### config.mk
export PLATFORM = sky130hd
export DESIGN_NAME = ternary_weight_block_packer_flat
export DESIGN_NICKNAME = d
export VERILOG_FILES = /design/src/rtl/core/twbp_pkg.sv /design/src/rtl/core/twbp_ifs.sv /design/src/rtl/core/twbp_front.sv /design/src/rtl/core/twbp_queue.sv /design/src/rtl/core/twbp_back.sv /design/src/rtl/core/ternary_weight_block_packer.sv /design/src/flat_wrapper.sv
export VERILOG_INCLUDE_DIRS = /design/src /design/src/rtl/core
export SDC_FILE = /design/constraint.sdc
export NUM_CORES = 1
export LEC_CHECK = 0
export BUFFER_PORTS_ARGS = -buffer_cell sky130_fd_sc_hd__buf_4
export CAP_MARGIN = 20
export CELL_PAD_IN_SITES_DETAIL_PLACEMENT = 1
export CELL_PAD_IN_SITES_GLOBAL_PLACEMENT = 2
export CORE_MARGIN = 4
export CORE_UTILIZATION = 44
export DETAILED_ROUTE_END_ITERATION = 10
export PLACE_DENSITY = 0.9
export SKIP_CTS_REPAIR_TIMING = 1
export SYNTH_ARGS = -nofsm -noshare
export SYNTH_HDL_FRONTEND = slang
export SYNTH_SLANG_ARGS = --single-unit
### constraint.sdc
create_clock -name clk -period 5.4 [get_ports clk]
set_clock_uncertainty 0.1 [all_clocks]
set_input_delay 0.27 -clock clk [delete_from_list [all_inputs] [get_ports clk]]
set_output_delay 0.27 -clock clk [all_outputs]
set_load 0.02 [all_outputs]
### src/rtl/core/ternary_weight_block_packer_macros.svh
// ----------------------------------------------------------------------------
// Ternary weight block packer: assertion macros
// Shared concurrent assertion forms for the packer RTL.
// ----------------------------------------------------------------------------
`ifndef TERNARY_WEIGHT_BLOCK_PACKER_MACROS_SVH
`define TERNARY_WEIGHT_BLOCK_PACKER_MACROS_SVH

// Same-cycle implication, reset-qualified.
`define TWBP_ASSERT_NOW(label, clk, rst_n, ante, cons, msg) \
  label: assert property (@(posedge clk) disable iff (!rst_n) (ante) |-> (cons)) \
    else $error(msg);

// Next-cycle implication, reset-qualified.
`define TWBP_ASSERT_NEXT(label, clk, rst_n, ante, cons, msg) \
  label: assert property (@(posedge clk) disable iff (!rst_n) (ante) |=> (cons)) \
    else $error(msg);

`endif

### src/rtl/core/twbp_pkg.sv
`timescale 1ns / 1ps
// ----------------------------------------------------------------------------
// twbp_pkg
// Types and constants shared by the ternary weight block packer.
// ----------------------------------------------------------------------------
package twbp_pkg;

  localparam int MAX_BLOCK    = 128;
  localparam int MAX_QUARTERS = MAX_BLOCK / 4;
  localparam int BP_W         = $clog2(MAX_BLOCK);
  localparam int POS_W        = BP_W + 1;
  localparam int QUARTER_W    = $clog2(MAX_QUARTERS + 1);
  localparam int PAD_W        = $clog2(MAX_QUARTERS);
  localparam int REM_W        = $clog2(MAX_QUARTERS + 6);
  localparam int ROW_W        = 16;
  localparam int BSZ_W        = 8;
  localparam int CFG_DATA_W   = 16;
  localparam int CFG_IDX_W    = 1;
  localparam int SCALE_W      = 32;
  localparam int QDEPTH       = 4;
  localparam int QPTR_W       = $clog2(QDEPTH);
  localparam int QCNT_W       = $clog2(QDEPTH + 1);

  localparam logic [ROW_W-1:0] ROW_LENGTH_RST = 16'd128;
  localparam logic [BSZ_W-1:0] BLOCK_SIZE_RST = 8'd128;

  typedef enum logic [CFG_IDX_W-1:0] {
    REG_ROW_LENGTH = 1'b0,
    REG_BLOCK_SIZE = 1'b1
  } cfg_reg_t;

  localparam logic [1:0] CODE_NEG  = 2'd0;
  localparam logic [1:0] CODE_ZERO = 2'd1;
  localparam logic [1:0] CODE_POS  = 2'd2;
  localparam logic [1:0] W_NEG     = 2'b11;
  localparam logic [1:0] W_POS     = 2'b01;
  localparam logic [7:0] PAD_BYTE  = 8'h55;

  // One queued job: an optional code byte, padding bytes, optional scale.
  typedef struct packed {
    logic               code_vld;
    logic [7:0]         code_byte;
    logic [PAD_W-1:0]   pad_cnt;
    logic               scale_vld;
    logic [SCALE_W-1:0] scale;
  } cmd_t;

  typedef struct packed {
    logic full;
    logic not_empty;
  } qstat_t;

endpackage

### src/rtl/core/twbp_ifs.sv
`timescale 1ns / 1ps
// ----------------------------------------------------------------------------
// twbp channel interfaces
// Valid/ready channels for weight input and packed byte output.
// ----------------------------------------------------------------------------
interface twbp_in_if;
  logic              valid;
  logic              ready;
  logic signed [1:0] weight;
  logic [31:0]       scale_bits;

  modport source (output valid, output weight, output scale_bits, input ready);
  modport sink   (input valid, input weight, input scale_bits, output ready);
endinterface

interface twbp_out_if;
  logic       valid;
  logic       ready;
  logic [7:0] out_byte;
  logic       last;

  modport source (output valid, output out_byte, output last, input ready);
  modport sink   (input valid, input out_byte, input last, output ready);
endinterface

### src/rtl/core/twbp_front.sv
`timescale 1ns / 1ps
// ----------------------------------------------------------------------------
// twbp_front
// Accepts weights, tracks row/block position and code grouping, and issues
// one job per weight that causes output.
// ----------------------------------------------------------------------------
module twbp_front
  import twbp_pkg::*;
(
  input  logic                  clk,
  input  logic                  rst_n,
  input  logic                  cfg_we,
  input  logic [CFG_IDX_W-1:0]  cfg_idx,
  input  logic [CFG_DATA_W-1:0] cfg_wdata,
  twbp_in_if.sink               in_ch,
  input  qstat_t                qst,
  output logic                  push,
  output cmd_t                  cmd
);

  logic [ROW_W-1:0] row_length_r;
  logic [BSZ_W-1:0] block_size_r;
  logic [ROW_W-1:0] col_r, col_nxt;
  logic [BP_W-1:0]  bp_r, bp_nxt;
  logic [5:0]       pend_r, pend_nxt;
  logic [1:0]       fill_r, fill_nxt;
  logic             accept;
  logic             blk_end;

  assign in_ch.ready = !qst.full;
  assign accept      = in_ch.valid && in_ch.ready;
  assign push        = accept && (cmd.code_vld || blk_end);

  always_ff @(posedge clk) begin
    if (!rst_n) begin
      row_length_r <= ROW_LENGTH_RST;
      block_size_r <= BLOCK_SIZE_RST;
    end else if (cfg_we) begin
      unique case (cfg_reg_t'(cfg_idx))
        REG_ROW_LENGTH: row_length_r <= cfg_wdata[ROW_W-1:0];
        REG_BLOCK_SIZE: block_size_r <= cfg_wdata[BSZ_W-1:0];
      endcase
    end
  end

  always_comb begin
    logic [1:0]           code;
    logic [5:0]           bsq;
    logic [QUARTER_W-1:0] q;
    logic [POS_W-1:0]     bs;
    logic [ROW_W:0]       rl;
    logic [POS_W-1:0]     pos;
    logic [ROW_W:0]       col;
    logic                 row_end;
    logic [5:0]           pend_a;
    logic [1:0]           fill_a;
    logic [POS_W:0]       sum;
    logic [POS_W-2:0]     sent;

    if (in_ch.weight == W_NEG)      code = CODE_NEG;
    else if (in_ch.weight == W_POS) code = CODE_POS;
    else                            code = CODE_ZERO;

    // Drop the low two bits, then clamp to 4..MAX_BLOCK.
    bsq = block_size_r[BSZ_W-1:2];
    if (bsq == 6'd0)                          q = QUARTER_W'(1);
    else if (bsq > 6'(MAX_QUARTERS))          q = QUARTER_W'(MAX_QUARTERS);
    else                                      q = QUARTER_W'(bsq);
    bs  = POS_W'({q, 2'b00});
    rl  = (row_length_r == '0) ? {1'b1, {ROW_W{1'b0}}} : {1'b0, row_length_r};
    pos = {1'b0, bp_r} + POS_W'(1);
    col = {1'b0, col_r} + (ROW_W+1)'(1);
    row_end = (col >= rl);
    blk_end = (pos >= bs) || row_end;
    // Code bytes already sent for this block, rounded up.
    sum  = {1'b0, pos} + (POS_W+1)'(3);
    sent = sum[POS_W:2];

    cmd = '0;
    cmd.scale     = in_ch.scale_bits;
    cmd.scale_vld = blk_end;

    if (fill_r == 2'd3) begin
      cmd.code_vld  = 1'b1;
      cmd.code_byte = {pend_r, code};
      pend_a = '0;
      fill_a = '0;
    end else begin
      pend_a = {pend_r[3:0], code};
      fill_a = fill_r + 2'd1;
    end

    if (blk_end) begin
      // Flush a partial group, padding with zero-weight codes.
      case (fill_a)
        2'd1: begin
          cmd.code_vld  = 1'b1;
          cmd.code_byte = {pend_a[1:0], 6'b010101};
        end
        2'd2: begin
          cmd.code_vld  = 1'b1;
          cmd.code_byte = {pend_a[3:0], 4'b0101};
        end
        2'd3: begin
          cmd.code_vld  = 1'b1;
          cmd.code_byte = {pend_a[5:0], 2'b01};
        end
        default: ;
      endcase
      if (POS_W'(q) > POS_W'(sent)) cmd.pad_cnt = PAD_W'(POS_W'(q) - POS_W'(sent));
      bp_nxt   = '0;
      col_nxt  = row_end ? '0 : col[ROW_W-1:0];
      pend_nxt = '0;
      fill_nxt = '0;
    end else begin
      bp_nxt   = pos[BP_W-1:0];
      col_nxt  = col[ROW_W-1:0];
      pend_nxt = pend_a;
      fill_nxt = fill_a;
    end
  end

  always_ff @(posedge clk) begin
    if (!rst_n) begin
      col_r  <= '0;
      bp_r   <= '0;
      pend_r <= '0;
      fill_r <= '0;
    end else if (accept) begin
      col_r  <= col_nxt;
      bp_r   <= bp_nxt;
      pend_r <= pend_nxt;
      fill_r <= fill_nxt;
    end
  end

endmodule

### src/rtl/core/twbp_queue.sv
`timescale 1ns / 1ps
// ----------------------------------------------------------------------------
// twbp_queue
// Short job queue between the front and the back end.
// ----------------------------------------------------------------------------
module twbp_queue
  import twbp_pkg::*;
(
  input  logic   clk,
  input  logic   rst_n,
  input  logic   push,
  input  cmd_t   wr_cmd,
  input  logic   pop,
  output cmd_t   rd_cmd,
  output qstat_t qst
);

  cmd_t              slot_r [QDEPTH];
  logic [QPTR_W-1:0] wr_ptr_r, rd_ptr_r;
  logic [QCNT_W-1:0] cnt_r;

  assign rd_cmd        = slot_r[rd_ptr_r];
  assign qst.full      = (cnt_r == QCNT_W'(QDEPTH));
  assign qst.not_empty = (cnt_r != '0);

  always_ff @(posedge clk) begin
    if (push) begin
      slot_r[wr_ptr_r] <= wr_cmd;
    end
  end

  always_ff @(posedge clk) begin
    if (!rst_n) begin
      wr_ptr_r <= '0;
      rd_ptr_r <= '0;
      cnt_r    <= '0;
    end else begin
      if (push) wr_ptr_r <= wr_ptr_r + QPTR_W'(1);
      if (pop)  rd_ptr_r <= rd_ptr_r + QPTR_W'(1);
      if (push && !pop)      cnt_r <= cnt_r + QCNT_W'(1);
      else if (pop && !push) cnt_r <= cnt_r - QCNT_W'(1);
    end
  end

endmodule

### src/rtl/core/twbp_back.sv
`timescale 1ns / 1ps
// ----------------------------------------------------------------------------
// twbp_back
// Expands queued jobs into the byte stream and drives the output register.
// ----------------------------------------------------------------------------
module twbp_back
  import twbp_pkg::*;
(
  input  logic       clk,
  input  logic       rst_n,
  input  qstat_t     qst,
  input  cmd_t       rd_cmd,
  output logic       pop,
  twbp_out_if.source out_ch
);

  logic               code_pend_r;
  logic [7:0]         code_byte_r;
  logic [PAD_W-1:0]   pad_left_r;
  logic [SCALE_W-1:0] scale_r;
  logic [REM_W-1:0]   rem_r;
  logic               out_vld_r;
  logic [7:0]         out_byte_r;
  logic               out_last_r;
  logic               adv;
  logic [7:0]         byte_nxt;

  assign out_ch.valid    = out_vld_r;
  assign out_ch.out_byte = out_byte_r;
  assign out_ch.last     = out_last_r;

  assign adv = (rem_r != '0) && (!out_vld_r || out_ch.ready);
  assign pop = qst.not_empty && ((rem_r == '0) || ((rem_r == REM_W'(1)) && adv));

  always_comb begin
    if (code_pend_r)           byte_nxt = code_byte_r;
    else if (pad_left_r != '0) byte_nxt = PAD_BYTE;
    else                       byte_nxt = scale_r[7:0];
  end

  always_ff @(posedge clk) begin
    if (pop) begin
      code_byte_r <= rd_cmd.code_byte;
      pad_left_r  <= rd_cmd.pad_cnt;
      scale_r     <= rd_cmd.scale;
    end else if (adv) begin
      if (!code_pend_r) begin
        if (pad_left_r != '0) pad_left_r <= pad_left_r - PAD_W'(1);
        else                  scale_r    <= {8'd0, scale_r[SCALE_W-1:8]};
      end
    end
  end

  always_ff @(posedge clk) begin
    if (!rst_n) begin
      code_pend_r <= 1'b0;
      rem_r       <= '0;
    end else if (pop) begin
      code_pend_r <= rd_cmd.code_vld;
      rem_r       <= REM_W'(rd_cmd.code_vld) + REM_W'(rd_cmd.pad_cnt)
                   + (rd_cmd.scale_vld ? REM_W'(4) : REM_W'(0));
    end else if (adv) begin
      code_pend_r <= 1'b0;
      rem_r       <= rem_r - REM_W'(1);
    end
  end

  always_ff @(posedge clk) begin
    if (!rst_n) begin
      out_vld_r <= 1'b0;
    end else if (adv) begin
      out_vld_r <= 1'b1;
    end else if (out_ch.ready) begin
      out_vld_r <= 1'b0;
    end
  end

  always_ff @(posedge clk) begin
    if (adv) begin
      out_byte_r <= byte_nxt;
      out_last_r <= (rem_r == REM_W'(1));
    end
  end

endmodule

### src/rtl/core/ternary_weight_block_packer.sv
`timescale 1ns / 1ps
// Usage: weights enter on in_ch (valid/ready), one transaction per weight, in
// row-major order with the block scale riding on each weight. Packed bytes
// leave on out_ch, one transaction per byte; last marks the final byte that
// a given weight produced. row_length and block_size are written through the
// cfg_ port, by the user only while the block is idle (not enforced).
// Throughput: one weight per cycle while the job queue is not full. A weight
// that completes a group of four codes yields one byte; a weight that ends a
// block yields up to 36 bytes (flush byte, padding, four scale bytes) at one
// byte per cycle when out_ch is ready, set by the single output register.
// A four-entry job queue lets input continue while a block end drains.
// Output path when idle: job queue, back-end job registers, output register.
// Reset (rst_n low, synchronous): registers return to 128/128, row and block
// position clear, queue and output register empty.
// Receiver stall: out_ch holds its byte; once the queue fills, in_ch.ready
// drops until a job leaves.
// ----------------------------------------------------------------------------
// ternary_weight_block_packer
// Packs ternary weights into 2-bit codes with per-block padding and scale.
// ----------------------------------------------------------------------------
`include "ternary_weight_block_packer_macros.svh"

module ternary_weight_block_packer
  import twbp_pkg::*;
(
  input  logic                  clk,
  input  logic                  rst_n,
  input  logic                  cfg_we,
  input  logic [CFG_IDX_W-1:0]  cfg_idx,
  input  logic [CFG_DATA_W-1:0] cfg_wdata,
  twbp_in_if.sink               in_ch,
  twbp_out_if.source            out_ch
);

  logic   q_push;
  logic   q_pop;
  cmd_t   wr_cmd;
  cmd_t   rd_cmd;
  qstat_t qst;

  // Front end: classify each weight, update position, issue a job.
  twbp_front u_front (
    .clk       (clk),
    .rst_n     (rst_n),
    .cfg_we    (cfg_we),
    .cfg_idx   (cfg_idx),
    .cfg_wdata (cfg_wdata),
    .in_ch     (in_ch),
    .qst       (qst),
    .push      (q_push),
    .cmd       (wr_cmd)
  );

  // Decouple: hold jobs while the back end drains long block ends.
  twbp_queue u_queue (
    .clk    (clk),
    .rst_n  (rst_n),
    .push   (q_push),
    .wr_cmd (wr_cmd),
    .pop    (q_pop),
    .rd_cmd (rd_cmd),
    .qst    (qst)
  );

  // Back end: expand each job into bytes, one per cycle while out_ch is ready.
  twbp_back u_back (
    .clk    (clk),
    .rst_n  (rst_n),
    .qst    (qst),
    .rd_cmd (rd_cmd),
    .pop    (q_pop),
    .out_ch (out_ch)
  );

  `TWBP_ASSERT_NOW(a_no_overflow, clk, rst_n, q_push, !qst.full, "job queue overflow")
  `TWBP_ASSERT_NOW(a_no_underflow, clk, rst_n, q_pop, qst.not_empty, "job queue underflow")
  `TWBP_ASSERT_NOW(a_push_on_accept, clk, rst_n, q_push, in_ch.valid && in_ch.ready, "job without input transaction")

endmodule

### src/flat_wrapper.sv
// flat-port wrapper written by rule: the top's interface ports become plain ports
module ternary_weight_block_packer_flat import twbp_pkg::*;
  (clk, rst_n, cfg_we, cfg_idx, cfg_wdata, in_ch_valid, in_ch_weight, in_ch_scale_bits, in_ch_ready, out_ch_valid, out_ch_out_byte, out_ch_last, out_ch_ready);
  twbp_in_if in_ch_i ();
  twbp_out_if out_ch_i ();
  input  logic clk;
  input  logic rst_n;
  input  logic cfg_we;
  input  logic [CFG_IDX_W-1:0] cfg_idx;
  input  logic [CFG_DATA_W-1:0] cfg_wdata;
  input wire logic [$bits(in_ch_i.valid)-1:0] in_ch_valid;
  input wire logic [$bits(in_ch_i.weight)-1:0] in_ch_weight;
  input wire logic [$bits(in_ch_i.scale_bits)-1:0] in_ch_scale_bits;
  output wire logic [$bits(in_ch_i.ready)-1:0] in_ch_ready;
  output wire logic [$bits(out_ch_i.valid)-1:0] out_ch_valid;
  output wire logic [$bits(out_ch_i.out_byte)-1:0] out_ch_out_byte;
  output wire logic [$bits(out_ch_i.last)-1:0] out_ch_last;
  input wire logic [$bits(out_ch_i.ready)-1:0] out_ch_ready;
  assign in_ch_i.valid = in_ch_valid;
  assign in_ch_i.weight = in_ch_weight;
  assign in_ch_i.scale_bits = in_ch_scale_bits;
  assign in_ch_ready = in_ch_i.ready;
  assign out_ch_valid = out_ch_i.valid;
  assign out_ch_out_byte = out_ch_i.out_byte;
  assign out_ch_last = out_ch_i.last;
  assign out_ch_i.ready = out_ch_ready;
  ternary_weight_block_packer u_core (.clk(clk), .rst_n(rst_n), .cfg_we(cfg_we), .cfg_idx(cfg_idx), .cfg_wdata(cfg_wdata), .in_ch(in_ch_i), .out_ch(out_ch_i));
endmodule
# Yosys cells after proc, flatten, opt, wreduce, memory -nomap -nowiden
# Memories as Yosys holds them, arrays and structs flattened. A register that Yosys moved wholly into a read port is not among the register bits.
# Index checks and enable logic that the tools add are counted.
[word_totals]
regBits = 124
ramBits = 188
inputBits = 56
elab_cells = 114
memories = 1
[memory_table]
columns = ["memory", "words", "word_bits", "rd", "rd_clocked_by_memory_dff", "write_ports", "line", "rtl"]
rows = [
  ["u_core.u_queue.slot_r", 4, 47, 1, 1, 1, "twbp_queue.sv:18", "cmd_t slot_r [QDEPTH];"],
]
[op_classes]
add_sub_neg = 13
magnitude_cmp = 4
n_eq_ne = 10
n_mux = 39
bitwise = 1
reduce_logical = 29
[op_table]
columns = ["op", "n"]
rows = [
  ["two-way mux 32 bit", 4],
  ["two-way mux 6 bit", 6],
  ["two-way mux 16 bit", 2],
  ["case mux 9 bit (3 select lines)", 1],
  ["two-way mux 5 bit", 5],
  ["adder 16 x 1 -> 17 bit, second input constant", 1],
  [">= comparator 17 bit", 1],
  ["two-way mux 17 bit", 1],
  ["logical NOT 16 bit", 1],
  ["two-way mux 8 bit", 2],
  ["two-way mux 14 bit", 1],
  ["logical NOT 6 bit", 2],
  ["two-way mux 2 bit", 6],
  ["adder 8 x 2 -> 9 bit, second input constant", 1],
  ["two-way mux 3 bit", 3],
  ["two-way mux 9 bit", 1],
  ["adder 7 x 1 -> 8 bit, second input constant", 1],
  ["equality test 2 bit, second input constant", 4],
  [">= comparator 8 bit", 1],
  ["nonzero test 2 bit", 4],
  ["greater-than comparator 6 x 7 -> 1 bit", 1],
  ["logical AND 1 bit", 7],
  ["two-way mux 7 bit", 1],
  ["adder 1 x 5 -> 6 bit", 1],
  ["other kinds (21)", 38],
]

# Longest topological paths before layout
# Gate-level depths: netlist of run 1.
[depth]
word_depth = 12
ltp_mapped = 19

# Modules after synthesis
# From an unflattened synthesis of run 1, not the netlist that was laid out.
[unflattened]
hier_cells = 948
hier_area_um2 = 13837.0
[modules_own_cells]
columns = ["mod", "instances", "cells_each", "area_each_um2", "seq_area_each_um2"]
rows = [
  ["twbp_queue", 1, 288, 7253.2, 5825.6],
  ["twbp_front", 1, 449, 3746.1, 1061.0],
  ["twbp_back", 1, 211, 2837.7, 1781.7],
]

# Worst setup path after synthesis of run 1
# No wires, ideal clock.
[synth_timing]
kind = "flip-flop to flip-flop"
start = "reg u_core.u_front.col_r[6]"
end = "mem u_core.u_queue.slot_r[0][0] (netlist bit) (enable)"
setup_ns = 0.409
arrival_time_ns = 3.924
setup_slack_ns = 0.967
path_stages_with_launch = 15
path_buffers = 2
synth_period_minus_slack_ns = 4.433
path_cell_list = "dfxtp_1 -> and3_1 -> nor3b_1 -> and4_1 -> and3_1 -> xnor2_1 -> ha_1 -> and4_1 -> and3_1 -> a211oi_2 -> o21a_1 -> buf_4 -> buf_4 -> a21oi_2 -> and2_1"
[synth_via]
elab_chain_cells = 8
[synth_rtl]
columns = ["element", "line", "rtl"]
rows = [
  ["from (decl)", "twbp_front.sv:23", "logic [ROW_W-1:0] col_r, col_nxt;"],
  ["from (signal assigned)", "twbp_front.sv:130", "col_r <= col_nxt;"],
  ["adder 16 x 1 -> 17 bit (*)", "twbp_front.sv:72", "col = {1'b0, col_r} + (ROW_W+1)'(1);"],
  [">= comparator 17 bit (*)", "twbp_front.sv:73", "row_end = (col >= rl);"],
  ["logical OR 1 bit (*)", "twbp_front.sv:74", "blk_end = (pos >= bs) || row_end;"],
  ["two-way mux 14 bit", "twbp_front.sv:93", "if (blk_end) begin"],
  ["logical OR 1 bit (*)", "twbp_front.sv:32", "assign push = accept && (cmd.code_vld || blk_end);"],
  ["logical AND 1 bit (*)", "twbp_front.sv:32", ""],
  ["via u_core.q_push", "ternary_weight_block_packer.sv:35", "logic q_push;"],
  ["two-way mux 1 bit (*)", "twbp_queue.sv:27", "if (push) begin"],
  ["two-way mux 1 bit (implied by the code) (*)", "twbp_queue.sv:28", "slot_r[wr_ptr_r] <= wr_cmd;"],
  ["to (decl)", "twbp_queue.sv:18", ""],
]
# Mark *: on every way through the listed nets, which the timed path passes. The rest lies on a longest branch.

# Worst setup path after layout of run 1
[layout_timing]
start = "reg u_core.u_front.col_r[2]"
end = "reg u_core.u_queue.cnt_r[2]"
[layout_via]
elab_chain_cells = 9
elab_cells_between_ends = 11
[layout_rtl]
columns = ["element", "line", "rtl"]
rows = [
  ["adder 16 x 1 -> 17 bit (*)", "twbp_front.sv:72", ""],
  [">= comparator 17 bit (*)", "twbp_front.sv:73", ""],
  ["logical OR 1 bit (*)", "twbp_front.sv:74", ""],
  ["two-way mux 14 bit", "twbp_front.sv:93", ""],
  ["logical OR 1 bit (*)", "twbp_front.sv:32", ""],
  ["logical AND 1 bit (*)", "twbp_front.sv:32", ""],
  ["via u_core.q_push", "ternary_weight_block_packer.sv:35", ""],
  ["logical NOT 1 bit", "twbp_queue.sv:41", "else if (pop && !push) cnt_r <= cnt_r - QCNT_W'(1);"],
  ["logical AND 1 bit", "twbp_queue.sv:41", ""],
  ["nonzero test 2 bit (no source line)", "--", ""],
  ["to (signal assigned)", "twbp_queue.sv:40", "if (push && !pop) cnt_r <= cnt_r + QCNT_W'(1);"],
  ["to (signal assigned)", "twbp_queue.sv:41", ""],
  ["to (decl)", "twbp_queue.sv:20", "logic [QCNT_W-1:0] cnt_r;"],
]
# Marks and branches as above.
# A chain may end at the register's enable or synchronous reset.

==> results.ini, run 1 <==
[die]
io_pins = 67
die_w_um = 184
start_util = 0.445
rows = 64
die_area_um2 = 33800
die_y_um = 184
core_um2 = 30600

[cells_and_area]
mostFrequentLayoutCell = edfxtp_1
drive_above_1_share = 0.171
nNetsFinal = 1252
fillers = 3064
num_antenna_cells = 0
multi_input_area_um2 = 4530
final_cell_mix = edfxtp_1 (242), nand2_1 (182), buf_4 (73)
area_delta_synth_final_pct = 19.4
area.sequential_um2 = 8670

[worst_hold_path]
hold_path_end = u_core.u_front.block_size_r[3]$_SDFFE_PN0P_
hp-class = in -> reg
hp-start = cfg_we
hold_depth = 3

[routing]
avgRoutedWirePerCell_um = 21.5
drtIter0Drc = 603
met1_length_um = 14400
ant_nets = 0
wl_um = 33700
dr.pass1.iters = 5
vias_per_cell = 5.58
dr_total_vias = 8754
dr_wl_met3_um = 1680
top_layer_used = met4
wl_met2_um = 17100
drt_drc_violations_left = 0

[power_and_ir_drop]
pwr-share-comb = 0.187
power_switching_mw = 1.97
p_sw_frac = 0.284
vdd_drop_max_mv = 0.210
leakage_nw = 5.74
p_seq_frac = 0.449
intPower_mw = 4.98
p_per_area_nw_per_um2 = 427
pwr-share-clk = 0.363

[synthesis]
ys_async_sr_fraction = 0
netlist_area_um2 = 13600
synthesis.nets = 1135
ys_types = 59
ys_ff_latch = 312
synth_edf_count = 242
synth_warnings = 0
avgSynthCellArea_um2 = 13.2
synth-main-ff-cell = edfxtp_1
synth.area.top_cells = edfxtp_1 (53%), dfxtp_1 (10%), mux4_2 (7.8%), nand2_1 (5.0%), ha_1 (4.4%)
synth_top_area_share = 0.534
synth_top_area_cell = edfxtp_1
synthCells = 1029
yosysSeqAreaShare = 0.637

[critical_path]
reg2reg_from = u_core.u_front.col_r[2]$_SDFFE_PN0P_
r2r-end = u_core.u_queue.cnt_r[2]$_SDFFE_PN0P_
r2r_slack_ns = 0.96
reg2reg_depth = 17
critPathLaunchType = register
cp_data_arrival_time_ns = 4.77
required_ns = 5.72
setup.worst_path.class = reg -> reg
cp_max_fo = 7
cp-end-kind = register

[clock_tree]
cts_max_level = 2
cts_tree = yes
cts_buffers = 35
insertion_delay_ns = 0.52
clock_sinks = 312
clock_path_buffers = 3
path_clk_slew_ns = 0.06
cts_root_buffer = clkbuf_16

[grt]
grt_antenna_before_repair = 0
track_usage = 0.196
grt_pass1_wl_um = 52400
grt_pass1_vias = 9220
grt_start_max_net_pins = 52
grt-ovfl-total = 0

[timing]
rsz0062_at_grt = false
finalWorstPathRequiredPeriod_ns = 4.44
fin_hold_ws_ns = -0.0104
relSlewSlack = 0.317
setup_tns_ns = 0
hold_viol = 2
setup_viol = 0
fin_crit_sh = 0.823
worst_slew_pin_slew_ns = 1.02
max_freq_mhz = 225
finalMaxSlewViolations = 0

[placed_design]
place_congestion = 0.781
portBuffers = 66
dp_hpwl_um = 21600

[run_status]
outcome = finished with violations
violations = negative hold slack

[flow_run]
maxCapViolations = 0

==> synth_stat cells, drive strengths merged (5+ instances only) <==
library cell	number
xnor2	28
clkbuf	23
nor4	7
and3	9
inv	51
mux4	47
ha	48
and4	5
xor2	12
a22o	5
a31o	5
a21oi	64
edfxtp	242
o211ai	5
a31oi	9
dfxtp	70
and2	19
nand4	15
buf	25
nand3	31
nand2	182
nor3	18
nor2	36
o31ai	8
o21ai	16
==> through the flow <==
step / area, um^2 / utilization / std cells / setup slack (ns) / total power [mW]
final: 16300 / 0.532 / 1569 / 0.956 / 6.95
after global routing: 16300 / 0.532 / 1569 / 0.631 / 7.29
after CTS: 15700 / 0.515 / 1517 / 0.964 / 6.98
after detailed placement: 14500 / 0.475 / 1453 / 1.01 / 4.45
after global placement: 14500 / 0.475 / 1453 / 1.22 / 4.35
after floorplan: 13600 / - / 1029 / 0.967 / 4.01
==> how the worst max path moves through the flow <==
stage                                                    start                                     end  slack [ns]  cells after the start
after detailed placement  u_core.u_front.col_r[6]$_SDFFE_PN0P_  u_core.u_queue.slot_r[0][45]$_DFFE_PP_        1.01                     12
after global placement    u_core.u_front.col_r[6]$_SDFFE_PN0P_    u_core.u_queue.cnt_r[2]$_SDFFE_PN0P_        1.22                     17
after floorplan           u_core.u_front.col_r[6]$_SDFFE_PN0P_   u_core.u_queue.slot_r[0][0]$_DFFE_PP_        0.97                     14
final                     u_core.u_front.col_r[2]$_SDFFE_PN0P_    u_core.u_queue.cnt_r[2]$_SDFFE_PN0P_        0.96                     17
after CTS                 u_core.u_front.col_r[6]$_SDFFE_PN0P_    u_core.u_queue.cnt_r[2]$_SDFFE_PN0P_        0.96                     17
after global routing      u_core.u_front.col_r[6]$_SDFFE_PN0P_  u_core.u_queue.slot_r[0][43]$_DFFE_PP_        0.63                     12
==> final cells by class <==
class                   instances  share of cell area
multi-input cells             617               0.278
well taps                     396              0.0305
repair buffers                128              0.0700
flip-flops and latches        312               0.533
inverters                      52              0.0128
clock inverters                21              0.0183
clock buffers                  43              0.0569
==> critical path, cell delays in order (launching register included) <==
cell and delay (ns):
dfxtp_1 0.40, and3_1 0.23, and3_1 0.25, nand3_1 0.17, or2_2 0.36, xnor2_1 0.14, ha_1 0.30, nand2_1 0.05
o21ai_0 0.26, o21ai_0 0.17, o21a_1 0.23, a21oi_2 0.36, ha_1 0.27, inv_1 0.07, fa_1 0.37, xor2_1 0.17
or3_1 0.31, a21oi_1 0.14
==> logic make-up (layout without fill, tap and decap cells) <==
group | Yosys count | count (layout) | synth area share
compound gates | 137 | 137 | 0.0634
mux | 50 | 50 | 0.0799
fa+ha+maj | 50 | 50 | 0.0470
flops | 312 | 312 | 0.637
buf+inv | 100 | 244 | 0.0325
simple gates | 340 | 340 | 0.115
xor+xnor | 40 | 40 | 0.0257
==> per-layer routing <==
layer / track usage / vias up
met2: 0.341 / 237
li1: - / 4034
met1: 0.258 / 4441
met4: 0.0399 / 0
met3: 0.0386 / 42
met5: 0 / -
==> power by group through the flow <==
stage | clock network, mW | logic (mW) | registers, mW
after floorplan | 0 | 0.915 | 3.10
after global placement | 0 | 1.20 | 3.15
after detailed placement | 0 | 1.27 | 3.18
after CTS | 2.56 | 1.29 | 3.13
after global routing | 2.69 | 1.44 | 3.16
final | 2.53 | 1.30 | 3.12
==> sequential cells by signal, summed over array words and instances (netlist names), 5 cells and up, named ones only <==
signal / flops
u_core.u_back.code_byte_r: 8
u_core.u_back.out_ch.out_byte: 8
u_core.u_back.pad_left_r: 5
u_core.u_back.rem_r: 6
u_core.u_back.scale_r: 32
u_core.u_front.block_size_r: 6
u_core.u_front.bp_r: 7
u_core.u_front.col_r: 16
u_core.u_front.pend_r: 6
u_core.u_front.row_length_r: 16
u_core.u_queue.slot_r: 188
(Power assumes the default switching activity.)
==> run 2, diff against run 1 <==
- ABC_AREA: default -> 1
- CORE_UTILIZATION: 44 -> 41
- clock period: 5.4 -> 4.29 ns (I/O delays scaled with it)
==> results.ini, run 2 <==
[run_status]
outcome = finished with violations
violations = negative hold slack

[synthesis]
synth_edf_count = 242  ; unchanged
synth_warnings = 0  ; unchanged
ys_types = 42  ; -29%
synth_top_area_cell = edfxtp_1
synth_top_area_share = 0.533  ; -0.000637
netlist_area_um2 = 13600  ; +0.12%
synth-main-ff-cell = edfxtp_1
avgSynthCellArea_um2 = 10.4  ; -21%
yosysMostFrequentCell = nor2_1
ys_ff_latch = 312  ; unchanged
ys_async_sr_fraction = 0  ; unchanged
yosysSeqAreaShare = 0.636  ; -0.000760
synthTopCellsByCount = nor2_1 (245), edfxtp_1 (242), nand2_1 (150)
synth.area.top_cells = edfxtp_1 (53%), dfxtp_1 (10%), nor2_1 (6.7%), o21ai_0 (5.1%), ha_1 (4.4%)
synthesis.nets = 1411  ; +24%
synthCells = 1305  ; +27%

[routing]
avgRoutedWirePerCell_um = 19.2  ; -10%
drtIter0Drc = 632  ; +4.8%
drt_drc_violations_left = 0  ; unchanged
wl_um = 36500  ; +8.3%
dr.pass1.iters = 5  ; unchanged
ant_nets = 0  ; unchanged
vias_per_cell = 5.25  ; -6.0%
dr_total_vias = 9946  ; +14%

[power_and_ir_drop]
power_switching_mw = 2.82  ; +43%
p_seq_frac = 0.440  ; -0.009
vdd_drop_max_mv = 0.272  ; +29%
p_per_area_nw_per_um2 = 543  ; +27%
pwr-share-comb = 0.232  ; +0.045
leakage_nw = 6.08  ; +5.8%
pwr-share-clk = 0.328  ; -0.035
intPower_mw = 6.07  ; +22%
p_sw_frac = 0.318  ; +0.0336
total_power_mw = 8.89  ; +28%

[critical_path]
reg2reg_depth = 26  ; +9
cp-end-kind = register
reg2reg_from = u_core.u_front.col_r[0]$_SDFFE_PN0P_
critPathLaunchType = register
cp_data_arrival_time_ns = 4.12  ; -0.65 ns
cp_max_fo = 5  ; -2
r2r-end = u_core.u_queue.cnt_r[2]$_SDFFE_PN0P_
r2r_slack_ns = 0.48  ; -0.48 ns
required_ns = 4.60  ; -1.12 ns
setup.worst_path.class = reg -> reg

[timing]
fin_hold_ws_ns = -0.0150  ; -0.00455 ns
hold_viol = 2  ; unchanged
setup_viol = 0  ; unchanged
max_freq_mhz = 262  ; +17%
rsz0062_at_grt = true
finalWorstPathRequiredPeriod_ns = 3.81  ; -0.631 ns
relSlewSlack = 0.452  ; +0.135
worst_slew_pin_slew_ns = 0.814  ; -0.202 ns
fin_crit_sh = 0.889  ; +0.0659
finalMaxSlewViolations = 0  ; unchanged

[flow_run]
maxCapViolations = 0  ; unchanged

[die]
die_y_um = 190  ; +3.5%
start_util = 0.417  ; -0.0283
core_um2 = 32700  ; +6.9%
rows = 66  ; +3.1%
die_w_um = 190  ; +3.5%
die_area_um2 = 36200  ; +7.1%
io_pins = 67  ; unchanged

[clock_tree]
cts_max_level = 2  ; unchanged
clock_sinks = 312  ; unchanged
path_clk_slew_ns = 0.06  ; about the same
cts_tree = yes
insertion_delay_ns = 0.52  ; about the same
cts_root_buffer = clkbuf_16
clock_path_buffers = 3  ; unchanged
cts_buffers = 35  ; unchanged

[placed_design]
place_congestion = 0.773  ; -0.99%
dp_hpwl_um = 21900  ; +1.5%
portBuffers = 66  ; unchanged

[worst_hold_path]
hold_depth = 2  ; -1
hp-start = rst_n
hold_path_end = u_core.u_front.block_size_r[7]$_SDFFE_PN1P_
hp-class = in -> reg

[cells_and_area]
drive_above_1_share = 0.112  ; -0.0593
nNetsFinal = 1533  ; +22%
fin_util = 0.501  ; -0.0312
reg_top3 = u_core.u_queue.slot_r x188, u_core.u_back.scale_r x32
num_antenna_cells = 0  ; unchanged
mostFrequentLayoutCell = edfxtp_1
area_delta_synth_final_pct = 20.1
largest_reg_flops = 188  ; unchanged
final_cell_mix = edfxtp_1 (242), nor2_1 (240), nand2_1 (150)
top_register = u_core.u_queue.slot_r

[grt]
grt-ovfl-total = 0  ; unchanged
grt_pass1_wl_um = 56900  ; +8.6%
grt_start_max_net_pins = 61  ; +17%
grt_pass1_vias = 10500  ; +14%
grt_antenna_before_repair = 0  ; unchanged
track_usage = 0.197  ; +0.000790

run 2: cell count changes after synthesis, moves of 10 or more:
cell,delta
nor2_1,+210
o21ai_0,+123
inv_1,+48
mux4_2,-47
nand2_1,-32
a21oi_1,+23
xnor2_1,-20
and2_1,-18
o22ai_1,+17
a31oi_1,+16
buf_2,+12
clkbuf_1,+10
run 2: layout make-up:
cell class | instances | area, um^2
Sequential cell | 312 | 8670
Tap cell | 442 | 553
Clock buffer | 41 | 898
Fill cell | 3585 | 16300
Inverter | 103 | 387
Timing Repair Buffer | 144 | 1280
Clock inverter | 23 | 219
Multi-Input combinational cell | 831 | 4360
run 2: layer usage:
layer	part of all wire	GRT usage	up-vias	wire length, um
li1	-	-	4757	-
met1	0.43	0.251	4917	15500
met2	0.51	0.352	213	18700
met3	0.037	0.0286	59	1360
met4	0.024	0.0514	0	879
met5	0	0	-	0
run 2: how the worst max path moves through the flow:
stage	from	end	slack (ns)	cells after the start
finish	u_core.u_front.col_r[0]$_SDFFE_PN0P_	u_core.u_queue.cnt_r[2]$_SDFFE_PN0P_	0.48	26
global route	u_core.u_front.col_r[0]$_SDFFE_PN0P_	u_core.u_queue.cnt_r[2]$_SDFFE_PN0P_	-0.02	28
CTS	u_core.u_front.col_r[0]$_SDFFE_PN0P_	u_core.u_queue.cnt_r[2]$_SDFFE_PN0P_	0.21	25
detailed placement	u_core.u_front.col_r[0]$_SDFFE_PN0P_	u_core.u_queue.cnt_r[2]$_SDFFE_PN0P_	0.29	25
global placement	u_core.u_front.col_r[0]$_SDFFE_PN0P_	u_core.u_queue.cnt_r[2]$_SDFFE_PN0P_	0.42	25
floorplan	u_core.u_front.col_r[0]$_SDFFE_PN0P_	u_core.u_queue.slot_r[0][0]$_DFFE_PP_	-0.57	18
run 2: critical path, stage by stage (launching register included):
cell and delay, ns:
dfxtp_2 0.36, ha_2 0.19, nand2_1 0.07, inv_1 0.07, nand3_1 0.11, nor2_2 0.16
nand3_1 0.11, nor2_1 0.11, nand3_1 0.11, nand2_1 0.09, inv_1 0.05, ha_1 0.29
nand2_1 0.07, nor2_1 0.10, nand2_1 0.07, o21ai_0 0.16, nor2_1 0.09, nand4_1 0.17
nand2_4 0.09, inv_1 0.09, ha_1 0.14, inv_1 0.07, fa_1 0.39, a21oi_1 0.18
o21ai_1 0.10, o21ai_1 0.13, a21oi_1 0.05
run 2: power groups by stage:
stage	registers, mW	clock network (mW)	logic (mW)
global route	3.94	3.12	2.32
CTS	3.91	2.98	2.04
finish	3.91	2.92	2.06
global placement	3.95	0	1.89
detailed placement	3.97	0	1.98
floorplan	3.92	0	1.33
run 2: per-stage QoR:
step                      setup TNS [ns]  hold WS, ns  instance area, um^2  cells  setup WS [ns]
final                                  0      -0.0150                16400   1896          0.477
after global routing             -0.0380       0.0115                16400   1896        -0.0242
after CTS                              0       -0.232                15800   1839          0.212
after detailed placement               0        0.319                14700   1775          0.288
after global placement                 0        0.314                14700   1775          0.417
after floorplan                  -106.56        0.213                13600   1305         -0.567
run 2: cell families (layout without fill, tap and decap cells):
| family | after synthesis | after routing | share of synthesized area |
|---|---|---|---|
| AND/OR/NAND/NOR | 462 | 462 | 0.136 |
| flip-flops | 312 | 312 | 0.636 |
| AO/OA/AOI/OAI | 290 | 290 | 0.115 |
| buffers and inverters | 162 | 311 | 0.0478 |
| adder cells (fa/ha/maj) | 50 | 50 | 0.0470 |
| XOR/XNOR | 29 | 29 | 0.0186 |
==> run 3, diff against run 2 <==
- PLACE_DENSITY: 0.9 -> 0.89
- SYNTH_HIERARCHICAL: default -> 1
==> results.ini, run 3 <==
[run_status]
outcome = completed

[critical_path]
cp_max_fo = 6  ; +1
required_ns = 4.59  ; about the same
cp_data_arrival_time_ns = 4.18  ; +0.06 ns
setup.worst_path.class = reg -> reg
critPathLaunchType = register
cp-end-kind = register

[timing]
setup_tns_ns = 0  ; unchanged
setup_viol = 0  ; unchanged
relSlewSlack = 0.395  ; -0.0570
max_freq_mhz = 258  ; -1.7%
rsz0062_at_grt = false
hold_viol = 0  ; -2
finalWorstPathRequiredPeriod_ns = 3.88  ; +0.0654 ns
finalMaxSlewViolations = 0  ; unchanged
fin_crit_sh = 0.904  ; +0.0153
worst_slew_pin_slew_ns = 0.905  ; +0.0911 ns

[synthesis]
synthesis.nets = 1476  ; +4.6%
ys_async_sr_fraction = 0  ; unchanged
synth_top_area_share = 0.493  ; -0.0397
synth-main-ff-cell = edfxtp_1
yosysSeqAreaShare = 0.589  ; -0.0473
synth_edf_count = 242  ; unchanged
synthTopCellsByCount = edfxtp_1 (242), nand2_1 (204), nor2_1 (140)
synthCells = 1369  ; +4.9%
synth_warnings = 6  ; +6
netlist_area_um2 = 14700  ; +8.0%
synth.area.top_cells = edfxtp_1 (49%), dfxtp_1 (9.5%), nand2_1 (5.2%), o21ai_0 (4.7%), ha_1 (4.2%)
ys_types = 48  ; +14%
avgSynthCellArea_um2 = 10.8  ; +3.0%
synth_top_area_cell = edfxtp_1
ys_ff_latch = 312  ; unchanged
yosysMostFrequentCell = edfxtp_1

[cells_and_area]
reg_top3 = u_core/u_queue/slot_r x188, u_core/u_back/scale_r x32
mostFrequentLayoutCell = edfxtp_1
nNetsFinal = 1561  ; +1.8%
top_register = u_core/u_queue/slot_r
largest_reg_flops = 188  ; unchanged
fillers = 3853  ; +7.5%
drive_above_1_share = 0.175  ; +0.0627
num_antenna_cells = 0  ; unchanged
final_cell_mix = edfxtp_1 (242), nand2_1 (204), o21ai_0 (137), nor2_1 (137), inv_1 (111)
area_delta_synth_final_pct = 16.1

[grt]
use_met1 = 0.225  ; -0.0259
met2_usage = 0.312  ; -0.0397
grt_antenna_before_repair = 0  ; unchanged
grt_pass1_vias = 10500  ; +0.38%
grtUsageMet3 = 0.0280  ; -0.000589
grt_start_max_net_pins = 74  ; +21%
grt_busiest_layer = met2
grt-ovfl-total = 0  ; unchanged
grt_pass1_wl_um = 55400  ; -2.5%
track_usage = 0.176  ; -0.0209

[placed_design]
portBuffers = 66  ; unchanged
place_congestion = 0.813  ; +5.1%
dp_hpwl_um = 22800  ; +4.0%

[clock_tree]
cts_root_buffer = clkbuf_16
cts_max_level = 2  ; unchanged
clock_sinks = 312  ; unchanged
cts_tree = yes
insertion_delay_ns = 0.53  ; about the same
cts_buffers = 36  ; +2.9%
clock_path_buffers = 3  ; unchanged
path_clk_slew_ns = 0.05  ; about the same

[routing]
wl_um = 35600  ; -2.3%
drtIter0Drc = 559  ; -12%
dr.pass1.iters = 5  ; unchanged
avgRoutedWirePerCell_um = 18.3  ; -4.6%
vias_per_cell = 5.16  ; -1.7%
dr_total_vias = 10000  ; +0.73%
drt_drc_violations_left = 0  ; unchanged
ant_nets = 0  ; unchanged

[die]
die_w_um = 198  ; +3.8%
io_pins = 67  ; unchanged
die_y_um = 198  ; +3.8%
rows = 69  ; +4.5%
start_util = 0.415  ; -0.00179
core_um2 = 35500  ; +8.5%
die_area_um2 = 39000  ; +7.7%

[flow_run]
maxCapViolations = 0  ; unchanged

[power_and_ir_drop]
leakage_nw = 6.43  ; +5.8%
total_power_mw = 9.78  ; +10%
p_per_area_nw_per_um2 = 572  ; +5.3%
vdd_drop_max_mv = 0.372  ; +37%

[worst_hold_path]
hp-class = in -> reg

-- run 3: cell types whose count changed in the layout (fill, tap and decap cells not counted), moves of 7 or more --
cell      delta
clkinv_2     +7
o21ai_1      +8
nor2_1     -103
inv_1       +12
nand4_1     +12
nor2_4      +30
a31oi_1     -25
nand2_1     +54
clkinv_1     -7
o22ai_2     +27
a21oi_1     -16
-- run 3: layout make-up --
class                   count  area (um^2)  area share
flip-flops and latches    312         8670       0.507
multi-input cells         842         4980       0.291
repair buffers            141         1250      0.0733
clock buffers              41          965      0.0564
well taps                 461          577      0.0337
inverters                 121          457      0.0267
clock inverters            25          195      0.0114
-- run 3: power by group --
group | total (mW) | internal [mW] | switching (mW)
clock | 2.94 | 1.70 | 1.24
combinational | 2.75 | 0.871 | 1.88
sequential | 4.09 | 3.86 | 0.225
total | 9.78 | 6.43 | 3.34
-- run 3: worst max-delay path: stages (launching register included) --
cell and delay, ns:
dfxtp_2 0.35, ha_1 0.17, nand2_1 0.07, inv_2 0.09, nand2_2 0.07, nor3_4 0.30, buf_4 0.16, nand2_1 0.04
o21bai_1 0.15, and2_1 0.15, ha_1 0.24, nand2_1 0.10, inv_1 0.05, nand2_1 0.06, a21oi_1 0.06, nor2_1 0.10
nand2_1 0.09, nor2_4 0.17, nand3_4 0.12, nand2_1 0.09, inv_2 0.06, ha_1 0.21, inv_1 0.10, fa_2 0.43
o21ai_0 0.17, nor2_1 0.06
-- run 3: per-stage QoR --
stage / cell area, um^2 / instances / util / setup WS [ns] / hold WS (ns)
after CTS: 16500 / 1887 / 0.465 / 0.0920 / -0.235
after detailed placement: 15400 / 1821 / 0.433 / 0.135 / 0.320
after global routing: 17100 / 1943 / 0.482 / 0.0362 / 0.0465
after floorplan: 14700 / 1369 / - / 0.260 / 0.212
after global placement: 15400 / 1821 / 0.433 / 0.329 / 0.316
final: 17100 / 1943 / 0.482 / 0.411 / 0.0320
-- run 3: per-layer routing --
metal	vias up	share of wire
met5	-	0
met4	0	0.018
met3	52	0.037
met2	178	0.52
met1	4936	0.43
li1	4853	-
-- run 3: final timing paths --
path | startpoint | endpoint | slack [ns] | cells after the start
hold / removal | cfg_we | u_core/u_front/row_length_r[7]$_SDFFE_PN1P_ | 0.03 | 5
setup reg to reg | u_core/u_front/col_r[0]$_SDFFE_PN0P_ | u_core/u_queue/cnt_r[1]$_SDFFE_PN0P_ | 0.41 | 25
setup / recovery | u_core/u_front/col_r[0]$_SDFFE_PN0P_ | u_core/u_queue/cnt_r[1]$_SDFFE_PN0P_ | 0.41 | 25
hold reg to reg | u_core/u_queue/rd_ptr_r[1]$_SDFFE_PN0P_ | register | 0.36 | 1
-- run 3: cells by family (layout without fill, tap and decap cells) --
| group | Yosys count | after routing | share of synthesized area |
|---|---|---|---|
| and+or+nand+nor | 470 | 470 | 0.152 |
| DFF | 312 | 312 | 0.589 |
| AOI/OAI and AO/OA | 292 | 292 | 0.120 |
| buffers and inverters | 215 | 328 | 0.0755 |
| adders and majority gates | 51 | 51 | 0.0443 |
| xor gates and xnor gates | 29 | 29 | 0.0193 |
